### src/hdl/pms_pkg.sv
// Package for the partitioned multi-stack: sizes, field codes, payload and
// command structs. No dependencies; every file but pms_ram takes names from here.
`default_nettype none

package pms_pkg;

    localparam int SLICE_DEPTH = 128;
    localparam int MAX_STACKS  = 3;

    localparam int DATA_W  = 32;
    localparam int CFG_W   = 2;
    localparam int STK_W   = (MAX_STACKS > 1) ? $clog2(MAX_STACKS) : 1;
    localparam int CNT_W   = $clog2(SLICE_DEPTH + 1);
    localparam int MEM_DEPTH = MAX_STACKS * SLICE_DEPTH;
    localparam int ADDR_W  = (MEM_DEPTH > 1) ? $clog2(MEM_DEPTH) : 1;

    localparam int QUEUE_DEPTH = 2;
    localparam int QPTR_W      = 1;
    localparam int QCNT_W      = 2;

    localparam logic [CFG_W-1:0] CFG_RESET = 2'd3;

    localparam logic [1:0] OP_PUSH = 2'd0;
    localparam logic [1:0] OP_POP  = 2'd1;
    localparam logic [1:0] OP_PEEK = 2'd2;

    localparam logic [1:0] ST_OK    = 2'd0;
    localparam logic [1:0] ST_RANGE = 2'd1;
    localparam logic [1:0] ST_FULL  = 2'd2;
    localparam logic [1:0] ST_EMPTY = 2'd3;

    typedef struct packed {
        logic [1:0]               operation;
        logic [1:0]               stack_index;
        logic signed [DATA_W-1:0] push_value;
    } t_in;

    typedef struct packed {
        logic signed [DATA_W-1:0] read_value;
        logic [1:0]               status;
        logic                     is_full;
        logic                     is_empty;
    } t_out;

    // classified operation handed from front to back
    typedef struct packed {
        logic              wr;
        logic              rd;
        logic [ADDR_W-1:0] addr;
        logic [DATA_W-1:0] data;
        logic [1:0]        status;
        logic              is_full;
        logic              is_empty;
    } t_cmd;

endpackage

`default_nettype wire

### src/hdl/pms_fifo.sv
// Two-entry command queue between front and back ends.
// Uses pms_pkg for the command type and queue sizing.
`default_nettype none

module pms_fifo (
    input  wire logic          i_clk,
    input  wire logic          i_rst_n,
    input  wire logic          i_valid,
    output logic               o_ready,
    input  wire pms_pkg::t_cmd i_cmd,
    output logic               o_valid,
    input  wire logic          i_ready,
    output pms_pkg::t_cmd      o_cmd
);

    pms_pkg::t_cmd              r_mem [pms_pkg::QUEUE_DEPTH];
    logic [pms_pkg::QPTR_W-1:0] r_wptr;
    logic [pms_pkg::QPTR_W-1:0] r_rptr;
    logic [pms_pkg::QCNT_W-1:0] r_count;
    logic                       w_push;
    logic                       w_pop;

    assign o_ready = r_count != pms_pkg::QCNT_W'(pms_pkg::QUEUE_DEPTH);
    assign o_valid = r_count != '0;
    assign o_cmd   = r_mem[r_rptr];
    assign w_push  = i_valid && o_ready;
    assign w_pop   = o_valid && i_ready;

    always_ff @(posedge i_clk) begin
        if (w_push) begin
            r_mem[r_wptr] <= i_cmd;
        end
    end

    always_ff @(posedge i_clk) begin
        if (!i_rst_n) begin
            r_wptr  <= '0;
            r_rptr  <= '0;
            r_count <= '0;
        end else begin
            if (w_push) begin
                r_wptr <= r_wptr + 1'b1;
            end
            if (w_pop) begin
                r_rptr <= r_rptr + 1'b1;
            end
            case ({w_push, w_pop})
                2'b10:   r_count <= r_count + 1'b1;
                2'b01:   r_count <= r_count - 1'b1;
                default: r_count <= r_count;
            endcase
        end
    end

endmodule

`default_nettype wire

### config.mk
export PLATFORM = sky130hd
export DESIGN_NAME = pms_fifo
export DESIGN_NICKNAME = d
export VERILOG_FILES = /design/src/hdl/pms_pkg.sv /design/src/hdl/pms_fifo.sv
export SDC_FILE = /design/constraint.sdc
export NUM_CORES = 1
export LEC_CHECK = 0
export BUFFER_PORTS_ARGS = -buffer_cell sky130_fd_sc_hd__buf_2
export CELL_PAD_IN_SITES_DETAIL_PLACEMENT = 0
export CELL_PAD_IN_SITES_GLOBAL_PLACEMENT = 1
export CORE_ASPECT_RATIO = 1.2
export CORE_MARGIN = 2
export CORE_UTILIZATION = 47
export DETAILED_ROUTE_END_ITERATION = 8
export HOLD_SLACK_MARGIN = 0.15
export PLACE_DENSITY = 0.83
export RECOVER_POWER = 50
export SYNTH_ARGS = -nofsm -noshare
export SYNTH_HDL_FRONTEND = slang
export SYNTH_SLANG_ARGS = --single-unit
### constraint.sdc
create_clock -name i_clk -period 3.1 [get_ports i_clk]
set_input_delay 0.62 -clock i_clk [delete_from_list [all_inputs] [get_ports i_clk]]
set_output_delay 0.62 -clock i_clk [all_outputs]
set_load 0.01 [all_outputs]
Yosys cells after proc, flatten, opt, wreduce, memory -nomap -nowiden:

Memories as Yosys holds them, arrays and structs flattened. A register that Yosys moved wholly into a read port is not among the register bits.
Cells that the tools add are included.
W data, S select, Z words.

* output and inout bits: 49
* ROM bits: 0
* latch bits: 0
* RAM bits: 94
* flip-flop bits (word level): 4
* input bits: 51
* memories: 1
* logic and storage cells: 20

Memory list
* r_mem: words 2, width 47, rd ports 1, clocked after Yosys merged registers in 1, wr ports 1, RTL line pms_fifo.sv:16 `pms_pkg::t_cmd r_mem [pms_pkg::QUEUE_DEPTH];`

* multipliers: 0
* div/mod/pow operators: 0
* magnitude comparators: 0
* muxes and demuxes: 5
* shift-type cells: 0
* bitwise gates (word level): 0
* eq/ne operators: 3
* reductions and logical operators: 4
* add/sub/neg operators: 4

Operator list (number)
* $mux W1: 4
* $pmux W2 S2: 1
* $reduce_bool A2 Y1: 2
* $add A1 B1 Y1 const B: 2
* $add A2 B1 Y2 const B: 1
* $eq A2 B1 Y1 const B: 1
* $eq A2 B2 Y1 const B: 1
* $logic_and A1 B1 Y1: 2
* $ne A2 B2 Y1 const B: 1
* $sub A2 B1 Y2 const B: 1

Longest topological paths before layout:

* word-level depth: 4
* depth in mapped cells: 6

Least setup slack after synthesis:

Ideal clock, no wire load.

* path kind: register to register
* start: reg r_count[0] (netlist bit)
* end: mem r_mem[1][0] (netlist bit) (enable)
* stages on the path, launching flop included: 3
* path slack: 0.865 ns
* arrival time: 1.826 ns
* required time: 2.691 ns
* library setup time: 0.409 ns
* cell sequence: dfxtp_1 > nand2b_1 > and3_1

* cells in the longest elaborated chain, start to end: 4

Ends and longest elaborated chain
* from (decl): RTL line pms_fifo.sv:19 `logic [pms_pkg::QCNT_W-1:0] r_count;`
* from (signal assigned): RTL line pms_fifo.sv:48 `2'b10: r_count <= r_count + 1'b1;`
* from (signal assigned): RTL line pms_fifo.sv:49 `2'b01: r_count <= r_count - 1'b1;`
* from (signal assigned): RTL line pms_fifo.sv:50 `default: r_count <= r_count;`
* $ne A2 B2 Y1: RTL line pms_fifo.sv:23 `assign o_ready = r_count != pms_pkg::QCNT_W'(pms_pkg::QUEUE_DEPTH);`
* net o_ready: RTL line pms_fifo.sv:9 `output logic o_ready,`
* $logic_and A1 B1 Y1: RTL line pms_fifo.sv:26 `assign w_push = i_valid && o_ready;`
* $mux W1: RTL line pms_fifo.sv:30 `if (w_push) begin`
* $mux W1 (implied by the code): RTL line pms_fifo.sv:31 `r_mem[r_wptr] <= i_cmd;`
* to (decl): RTL line pms_fifo.sv:16

The timed path passes the listed nets, and every way through them passes these cells.

==> summary.txt <==
fin nets - 331
Reg2Reg Setup Slack - 0.96 ns
FP Rows - 35
Inserted Clock Buffers - 9
setup violators final - 0
Syn Std Cell Area - 3620 um^2
switch share - 28.25%
EDFF count, synth - 94
worst r2r src - r_count[0]
synth warn - 0
area growth from synthesis to layout - 21.33%
Fillers - 610
Critical Path End Type - primary output
number of synthesized register bits - 99
first-pass GRT wire length - 8.935 mm
Main synth FF type - edfxtp_1
RR Endpoint - r_mem[1][29]
FF-to-FF path depth - 3
Yosys top cell area share - 77.98%
Port Buffers - 99
final core utilization - 57.97%
Initial DRT Pass Iterations - 4
Max Slew Vio Count - 0
die area - 8422 um^2
HP Class - input port to flop
Tot GR Track Use - 14.12%
combinational share of power - 27.3%
WS Path Type - flop to primary output
Routed Antenna Nets - 0
Stages on worst setup path - 3
Worst Clk Skew - 0.01132 ns
Leakage - 1.575 nW
most frequent cell after synthesis - edfxtp_1
Switch Pwr - 0.0009668 W
power per cell area - 779.3 nW/um^2
drt first-iter violations - 100
hold_buf cts - 0
Seq/Total Area, Yosys - 80.75%
largest cells by area after synthesis - edfxtp_1 78%, mux2_2 15%, dfxtp_1 2.8%, xnor2_1 0.73%, buf_4 0.62%
Internal Power - 0.002456 W
critical path, cell by cell - buf_4 > mux2_2 > buf_2
fin crit period - 2.444 ns
CP top delay family - flip-flops
syn_nets - 222
global route overflow - 0
placed cell count - 360
Critical Path End - o_cmd[32]
Slew HR - 28.40%
period utilization - 78.85%
CTS Sinks - 99
clk root buf - clkbuf_8
vias - 1836
CP bufs+invs - 2
Clock Power Share - 20.7%
Core Region - 7576 um^2
fin area - 4392 um^2
Ports - 100
Slew @ Worst Pin - 1.074 ns
fin cells - 376
Mapped Avg Cell Area - 21.29 um^2
Die Ht - 100.1 um
post-synthesis cell count - 170
Final Hold Fails - 0
post-CTS resize count - 0
Final TNS setup - 0 ns
CP max stage cell - dfxtp_2
hpwl dp - 4.009 mm
CP required - 2.48 ns
setup bufs post-CTS - 0
Routed WL - 5.913 mm
status - complete, no violations
FFs w/ async S/R, synth - 0%
Sequential Power Share - 52.1%
number of distinct library cells after synthesis - 21
# DRC - 0
CP Launch Type - flop
Synth top cells by count - 94 x edfxtp_1, 47 x mux2_2, 5 x dfxtp_1, 3 x buf_4, 3 x xnor2_1
worst endpoint data arrival time - 1.82 ns
Starting Density - 47.78%
placer congestion estimate - 0.6442
fraction of layout cells with a size suffix above 1 - 50.00%
Via density - 4.883
later-pin clock latency in the skew report - 0.35 ns
Worst-path clk slew - 0.09 ns
# diodes - 0
Achievable Freq - 409.1 MHz
CP max FO - 21
CTS tree - done
Max-Cap Viols - 0
multi-input logic area - 660.6 um^2
largest net degree at the start of global routing - 28
vias in the first global route - 1874
peak supply drop - 0.0004735 V
WL/cell - 15.73 um
placed cell area - 4255 um^2
sequential cell area - 2924 um^2
max incr delay on CP - 0.65 ns
Max Root-Sink Buffers - 2
H-tree Lvls - 3
Yosys top cell by area - edfxtp_1
Worst Hold Launch - i_cmd[20]
die width - 84.11 um
RSZ-0062 raised after global routing - false
initial antenna violation count - 0
worst register-to-register path, cell delays in order (launching register included):
cell and delay, ns:
dfxtp_1 0.42, nand2b_1 0.22, and3_1 0.90, buf_12 0.29
logic make-up (layout without fill, tap and decap cells):
logic type / after synthesis / after routing / synth area share, %
AOI/OAI and AO/OA: 5 / 5 / 1.037
DFF: 99 / 99 / 80.75
and+or+nand+nor: 9 / 9 / 1.521
muxes: 47 / 47 / 14.62
adders and majority gates: 1 / 1 / 0.3456
xor gates and xnor gates: 3 / 3 / 0.7260
buffers and inverters: 6 / 120 / 1.002
worst min path at each step:
| stage | slack, ns | cells past startpoint | to |
|---|---|---|---|
| after global routing | 0.43 | 1 | r_mem[0][28] |
| final | 0.45 | 1 | r_mem[0][20] |
| after global placement | 0.50 | 2 | r_count[1] |
| after floorplan | 0.48 | 2 | r_count[1] |
| after detailed placement | 0.52 | 2 | r_count[1] |
| after CTS | 0.44 | 1 | r_mem[0][20] |
power groups by stage:
stage / combinational, W / clock, W / sequential [W]
2_1_floorplan: 0.000644 / 0 / 0.00176
3_3_place_gp: 0.000950 / 0 / 0.00180
3_5_place_dp: 0.000954 / 0 / 0.00182
4_1_cts: 0.000961 / 0.000732 / 0.00179
5_1_grt: 0.00102 / 0.000774 / 0.00180
6_report: 0.000933 / 0.000708 / 0.00178
layer usage:
layer	GRT usage (%)	wire (um)
met5	0	0
met4	7.072	60
met3	3.454	302
met2	24.54	3153
met1	16.33	2396
stage by stage:
stage	setup WS, ns	power (W)	hold WS, ns
2_1_floorplan	0.8646	0.002405	0.4787
3_3_place_gp	0.9708	0.002754	0.4981
3_5_place_dp	0.9661	0.002772	0.5189
4_1_cts	0.5751	0.003479	0.4367
5_1_grt	0.5266	0.003594	0.4346
6_report	0.6557	0.003423	0.4544
registers in the layout (all words and copies together) (netlist names), named ones only:
name     flops
r_mem       94
r_wptr       1
r_count      2
r_rptr       1
final cells by class:
type / count / share of cell area [%]
Sequential cell: 99 / 66.58
Inverter: 1 / 0.08547
Timing Repair Buffer: 103 / 11.82
Multi-Input combinational cell: 65 / 15.04
Clock buffer: 10 / 2.906
Tap cell: 92 / 2.621
Clock inverter: 6 / 0.9402
layout by cell type, fill, tap and decap left out, types with 2 or more instances in the layout:
cell / n
edfxtp_1: 94
buf_4: 2
clkbuf_8: 9
dfxtp_1: 4
mux2_2: 47
nor2b_1: 2
buf_2: 74
clkinvlp_4: 2
buf_12: 2
clkbuf_1: 26
xnor2_1: 3
(Power assumes the default switching activity.)
