--- src/hdl/pms_pkg.sv ---
// Package for the partitioned multi-stack: sizes, field codes, payload and
// command structs. No dependencies; every file but pms_ram takes names from here.
`default_nettype none

package pms_pkg;

    localparam int SLICE_DEPTH = 128;
    localparam int MAX_STACKS  = 3;

    localparam int DATA_W  = 32;
    localparam int CFG_W   = 2;
    localparam int STK_W   = (MAX_STACKS > 1) ? $clog2(MAX_STACKS) : 1;
    localparam int CNT_W   = $clog2(SLICE_DEPTH + 1);
    localparam int MEM_DEPTH = MAX_STACKS * SLICE_DEPTH;
    localparam int ADDR_W  = (MEM_DEPTH > 1) ? $clog2(MEM_DEPTH) : 1;

    localparam int QUEUE_DEPTH = 2;
    localparam int QPTR_W      = 1;
    localparam int QCNT_W      = 2;

    localparam logic [CFG_W-1:0] CFG_RESET = 2'd3;

    localparam logic [1:0] OP_PUSH = 2'd0;
    localparam logic [1:0] OP_POP  = 2'd1;
    localparam logic [1:0] OP_PEEK = 2'd2;

    localparam logic [1:0] ST_OK    = 2'd0;
    localparam logic [1:0] ST_RANGE = 2'd1;
    localparam logic [1:0] ST_FULL  = 2'd2;
    localparam logic [1:0] ST_EMPTY = 2'd3;

    typedef struct packed {
        logic [1:0]               operation;
        logic [1:0]               stack_index;
        logic signed [DATA_W-1:0] push_value;
    } t_in;

    typedef struct packed {
        logic signed [DATA_W-1:0] read_value;
        logic [1:0]               status;
        logic                     is_full;
        logic                     is_empty;
    } t_out;

    // classified operation handed from front to back
    typedef struct packed {
        logic              wr;
        logic              rd;
        logic [ADDR_W-1:0] addr;
        logic [DATA_W-1:0] data;
        logic [1:0]        status;
        logic              is_full;
        logic              is_empty;
    } t_cmd;

endpackage

`default_nettype wire

--- src/hdl/pms_front.sv ---
// Front end: holds the config register and the per-stack fill counts,
// classifies each beat and emits a memory command. Uses pms_pkg.
`default_nettype none

module pms_front (
    input  wire logic                    i_clk,
    input  wire logic                    i_rst_n,
    input  wire logic                    i_cfg_we,
    input  wire logic [pms_pkg::CFG_W-1:0] i_cfg_wdata,
    input  wire logic                    i_valid,
    output logic                         o_ready,
    input  wire pms_pkg::t_in            i_item,
    output logic                         o_cmd_valid,
    input  wire logic                    i_cmd_ready,
    output pms_pkg::t_cmd                o_cmd
);

    logic [pms_pkg::CFG_W-1:0] r_stacks_in_use;
    logic [pms_pkg::CNT_W-1:0] r_cnt [pms_pkg::MAX_STACKS];

    logic [31:0]               w_limit;
    logic                      w_idx_ok;
    logic [pms_pkg::STK_W-1:0] w_sel;
    logic [pms_pkg::CNT_W-1:0] w_cnt;
    logic [pms_pkg::CNT_W-1:0] n_cnt;
    logic [31:0]               w_base;
    logic [31:0]               w_addr;
    logic                      w_acc;

    always_comb begin
        w_limit = (32'(r_stacks_in_use) > 32'(pms_pkg::MAX_STACKS))
                ? 32'(pms_pkg::MAX_STACKS) : 32'(r_stacks_in_use);
        w_idx_ok = 32'(i_item.stack_index) < w_limit;
        w_sel    = w_idx_ok ? pms_pkg::STK_W'(i_item.stack_index) : '0;
        w_cnt    = r_cnt[w_sel];
        w_base   = 32'(w_sel) * 32'(pms_pkg::SLICE_DEPTH);
        w_addr   = w_base;
        n_cnt    = w_cnt;

        o_cmd        = '0;
        o_cmd.data   = i_item.push_value;
        o_cmd.status = pms_pkg::ST_OK;

        if (!w_idx_ok) begin
            o_cmd.status = pms_pkg::ST_RANGE;
        end else begin
            case (i_item.operation)
                pms_pkg::OP_PUSH: begin
                    if (32'(w_cnt) >= 32'(pms_pkg::SLICE_DEPTH)) begin
                        o_cmd.status = pms_pkg::ST_FULL;
                    end else begin
                        o_cmd.wr = 1'b1;
                        w_addr   = w_base + 32'(w_cnt);
                        n_cnt    = w_cnt + 1'b1;
                    end
                end
                pms_pkg::OP_POP, pms_pkg::OP_PEEK: begin
                    if (w_cnt == '0) begin
                        o_cmd.status = pms_pkg::ST_EMPTY;
                    end else begin
                        o_cmd.rd = 1'b1;
                        w_addr   = w_base + 32'(w_cnt) - 32'd1;
                        if (i_item.operation == pms_pkg::OP_POP) begin
                            n_cnt = w_cnt - 1'b1;
                        end
                    end
                end
                default: begin
                end
            endcase
        end

        o_cmd.addr     = w_addr[pms_pkg::ADDR_W-1:0];
        o_cmd.is_full  = w_idx_ok && (32'(n_cnt) >= 32'(pms_pkg::SLICE_DEPTH));
        o_cmd.is_empty = w_idx_ok && (n_cnt == '0);
    end

    assign o_cmd_valid = i_valid;
    assign o_ready     = i_cmd_ready;
    assign w_acc       = i_valid && i_cmd_ready;

    always_ff @(posedge i_clk) begin
        if (!i_rst_n) begin
            r_stacks_in_use <= pms_pkg::CFG_RESET;
            for (int s = 0; s < pms_pkg::MAX_STACKS; s++) begin
                r_cnt[s] <= '0;
            end
        end else begin
            if (i_cfg_we) begin
                r_stacks_in_use <= i_cfg_wdata;
            end
            if (w_acc && w_idx_ok) begin
                r_cnt[w_sel] <= n_cnt;
            end
        end
    end

endmodule

`default_nettype wire

--- config.mk ---
export PLATFORM = sky130hd
export DESIGN_NAME = pms_front
export DESIGN_NICKNAME = d
export VERILOG_FILES = /design/src/hdl/pms_pkg.sv /design/src/hdl/pms_front.sv
export SDC_FILE = /design/constraint.sdc
export NUM_CORES = 1
export LEC_CHECK = 0
export BUFFER_PORTS_ARGS = -buffer_cell sky130_fd_sc_hd__buf_2
export CAP_MARGIN = 5
export CORE_ASPECT_RATIO = 1.2
export CORE_MARGIN = 2
export CORE_UTILIZATION = 55
export DETAILED_ROUTE_END_ITERATION = 10
export GPL_TIMING_DRIVEN = 0
export PLACE_DENSITY = 0.85
export SLEW_MARGIN = 10
export SYNTH_ARGS = -nofsm -noshare
export SYNTH_HDL_FRONTEND = slang
export SYNTH_SLANG_ARGS = --single-unit
--- constraint.sdc ---
create_clock -name i_clk -period 8.9 [get_ports i_clk]
set_clock_uncertainty 0.05 [all_clocks]
set_input_delay 0 -clock i_clk [delete_from_list [all_inputs] [get_ports i_clk]]
set_output_delay 0 -clock i_clk [all_outputs]
set_load 0.02 [all_outputs]
### Word level (Yosys, flattened, before mapping)

Memory sizes are Yosys's and may differ from the RTL's.
Cells that the tools add are included.

| storage, ports and cells | value |
|---|---|
| register bits after elaboration | 2 |
| bits in writable memories | 24 |
| input port bits | 43 |
| output and inout bits | 49 |
| word-level logic and storage cells | 46 |
| memories kept | 1 |

Memories:

| memory | words | width | read ports | clocked after memory_dff | wr ports | RTL line | source |
|---|---|---|---|---|---|---|---|
| r_cnt | 3 | 8 | 1 | 0 | 3 | pms_front.sv:19 | `logic [pms_pkg::CNT_W-1:0] r_cnt [pms_pkg::MAX_STACKS];` |

| cells by class | value |
|---|---|
| $add $sub $neg | 4 |
| order comparisons | 3 |
| equality and inequality tests | 2 |
| mux-type cells | 26 |
| reductions and logical operators | 9 |

Operators with widths:

| cell | number |
|---|---|
| $mux 8 | 5 |
| $mux 9 | 3 |
| $pmux 9 s2 | 1 |
| $ge 8x8->1 const B | 2 |
| $logic_not 8->1 | 2 |
| $pmux 8 s2 | 1 |
| $mux 2 | 6 |
| $add 9x8->9 | 1 |
| $mux 1 | 9 |
| $sub 9x1->9 const B | 1 |
| $add 8x1->8 const B | 1 |
| $reduce_or 8->1 | 1 |
| $sub 8x1->8 const B | 1 |
| $logic_and 1x1->1 | 4 |
| $pmux 2 s2 | 1 |
| $eq 2x1->1 const B | 1 |
| $eq 2x2->1 const B | 1 |
| $logic_not 2->1 | 1 |
| $lt 2x2->1 | 1 |
| $reduce_or 2->1 | 1 |

### Depth between registers and ports, before layout

An unclocked memory read counts as a cell.

| logic depth | value |
|---|---|
| word-level depth | 10 |
| mapped depth | 15 |
| depth with buffers taken out | 14 |

### Least setup slack after synthesis

OpenSTA, ideal clock, no wires.

| path | value |
|---|---|
| kind | flip-flop to output port |
| start | register r_stacks_in_use[1] in the netlist's numbering |
| end | output port o_cmd[44] in the netlist's numbering |
| arrival time | 3.717 ns |
| required time | 8.850 ns |
| setup slack | 5.133 ns |
| cell stages (with the launch flop) | 15 |
| path buffers | 3 |
| cells stage by stage | dfxtp_1 inv_1 ha_1 buf_2 a211o_1 buf_2 a221oi_1 clkbuf_1 inv_1 ha_1 nor4_1 xnor2_1 or4_1 a21o_1 a21oi_1 |

RTL lines:

| what | RTL line | source |
|---|---|---|
| start, declared | pms_front.sv:18 | `logic [pms_pkg::CFG_W-1:0] r_stacks_in_use;` |
| start signal, assigned | pms_front.sv:84 | `r_stacks_in_use <= pms_pkg::CFG_RESET;` |
| start signal, assigned | pms_front.sv:90 | `r_stacks_in_use <= i_cfg_wdata;` |
| end, declared | pms_front.sv:15 | `output pms_pkg::t_cmd o_cmd` |

==> results.ini <==
[critical_path]
ff2ff_path_depth = 10
start_kind = register
cpLargestDelayFamily = compound AO/OA/AOI/OAI gates
cp.required_ps = 8850
r2r_start = r_stacks_in_use[1]
worst-path-buf-inv = 3
cp_num_cells = 12
slowest_delay_ps = 930
path_max_fanout = 10
critPathCaptureType = output port
regToRegSetupSlack_ps = 4540
critical_path_arrival_ps = 4810
crit_start = r_stacks_in_use[1]
timing.critical_path.to = o_cmd[0]
cp_slowest_cell = a222oi_1
worstSetupPathType = reg2out
cp_cell_sequence = inv_1, ha_1, buf_2, a211o_1, a222oi_1, nand3_2, nor3_2, nor2_1, a222oi_1, nand4_1, nor4_2, buf_2
r2r-end = r_cnt[1][3]

[synthesis]
yosysMostFrequentCell = nor2_1
synthTopCellsByArea = edfxtp_1, buf_4, nor2_1, nand2_1, ha_1
synth_enable_flop_cells = 32
syn_area_um2 = 2710
netlist-cell-type-count = 56
ys.flop_type = edfxtp_1
netlist_instances = 310
synth_top_area_cell = edfxtp_1
syn_nets = 361
synth_area_per_cell_um2 = 8.742
seq_area_frac_synth_pct = 36.93
yosys.area.top_type_share_pct = 35.46
ys_seq_elements = 34
ys_async_sr_fraction_pct = 0
ys_top_cells_by_count = nor2_1, buf_4, edfxtp_1
yosysWarnings = 0

[sta]
finalHoldViolations = 0
drv_slew = 0
max_freq_ghz = 0.2059
worst_pin_slew_ps = 1053
post-route-period-util_pct = 54.57
tns_ps = 0
setup-violations-final = 0
slew_headroom_pct = 29.21
rsz0062_at_grt = false
fin_crit_ps = 4857
hold_slack_ps = 166.5

[floorplanning]
std_cell_rows = 28
core_region_area_um2 = 4835
die_w_um = 68.08
initial_core_util_pct = 56.06
ios = 92
die-height_um = 80.90
die-area_um2 = 5507

[placement]
gp_congestion = 0.9616
io_buffer_count = 59
dp_hpwl_mm = 5.330

[clocking]
h-tree-depth = 2
cts_root_buffer = clkbuf_8
clk_latency_ps = 290
max-clock-path-buffers = 2
cts_num_sinks = 34
clk_pin_slew_worst_paths_ps = 70
post_cts_buffers = 0
cts_inserted_buffers = 5
tritoncts = built

[detailed_routing]
vias = 2608
viasPerCell = 5.887
ant_nets = 0
drcViolationCount = 0
routed_wl_mm = 7.157
drt-initial-drc-count = 261
wl_per_cell_um = 16.16
first_pass_iters = 6

[layout]
num_antenna_cells = 0
fill_cells = 428
final_nets = 433
area_growth_pct = 19.90
drive_gt1_share_pct = 31.33

[power]
ir_drop_uv = 147.9
p_leak_nw = 1.475
power_density_nw_per_um2 = 154.1

[global_route]
gr-usage-all-layers_pct = 26.01
grt_pass1_wl_mm = 10.68
antenna_found_initial = 0
overflow = 0
grt_pass1_vias = 2348
grt_max_degree = 12

[min_path]
holdPathStages = 2
hp-class = in2out

[flow_run]
max-cap-violations = 0

[status]
status = finished clean

-- layout by cell type (no fill, tap or decap), drive strengths merged, types with 3 or more instances in the layout --
master | Yosys | layout
nand3 | 7 | 7
edfxtp | 32 | 32
a31oi | 3 | 3
nand2 | 30 | 30
inv | 18 | 18
clkbuf | 9 | 14
a211oi | 3 | 3
nand2b | 4 | 4
nand4 | 4 | 4
dlygate4sd3 | 0 | 6
and3 | 5 | 5
mux2 | 3 | 3
nor2 | 50 | 50
ha | 8 | 8
o21ai | 12 | 12
and2 | 5 | 5
o31ai | 3 | 3
mux2i | 7 | 7
a221oi | 8 | 8
buf | 37 | 96
nor3 | 4 | 4
a21o | 4 | 4
nor4 | 3 | 3
a21oi | 17 | 17
a221o | 3 | 3
-- worst min path at each step --
stage                   start                 end  slack (ps)
2_1_floorplan         i_rst_n  r_stacks_in_use[0]          10
3_3_place_gp   i_cfg_wdata[1]  r_stacks_in_use[1]         160
3_5_place_dp       i_item[17]           o_cmd[21]         170
4_1_cts            i_item[17]           o_cmd[21]         170
5_1_grt            i_item[11]           o_cmd[15]         170
6_report            i_item[9]           o_cmd[13]         170
-- routing by layer --
metal  vias to the layer above  GRT usage, %  wire (µm)
li1                       1242             -          -
met5                         -             0          0
met4                         0         15.80        296
met3                        27         3.047        417
met1                      1210         29.02       2755
met2                       129         46.21       3688
-- logic make-up after synthesis --
kind of cell / synth area share [%]
adders and majority gates: 3.694
xor gates and xnor gates: 0.6465
DFF: 36.93
buffers and inverters: 13.71
and+or+nand+nor: 21.79
AOI/OAI and AO/OA: 19.39
muxes: 3.832
-- layout make-up --
class,instances,area [µm²],area share [%]
clock inverter,3,40.04,1.232
timing repair buffer,65,355.3,10.94
sequential,34,1001,30.80
buffer,46,304.0,9.357
tap,60,75.07,2.310
clock buffer,5,68.82,2.118
inverter,18,67.56,2.079
multi-input combinational,212,1338,41.16
-- registers in the layout, indices dropped and copies added, names as in the netlist --
register and count:
r_stacks_in_use 2, r_cnt 32
-- stage by stage --
stage / cell area, µm² / cells / worst slack (ps) / utilization (%) / power [W]
detailed placement: 3080 / 429 / 4417 / 63.72 / 0.0003599
finish: 3249 / 443 / 4043 / 67.21 / 0.0005008
floorplan: 2710 / 310 / 5133 / - / 0.0003146
global route: 3249 / 443 / 3631 / 67.21 / 0.0005254
CTS: 3249 / 443 / 4083 / 67.21 / 0.0004999
global placement: 3080 / 429 / 4482 / 63.72 / 0.0003573
-- report_power, final --
group | switching (W) | internal [W] | total [W]
clock network | 0.0000558 | 0.0000823 | 0.000138
logic | 0.000116 | 0.0000628 | 0.000179
registers | 0.00000201 | 0.000182 | 0.000184
total | 0.000174 | 0.000327 | 0.000501
-- timing repair --
item / 4_1_cts / 5_1_grt
endpoints found under the hold margin: 2 / 0
hold buffers: 6 / 0
resized for setup: 0 / 0
(Power assumes the default switching activity.)
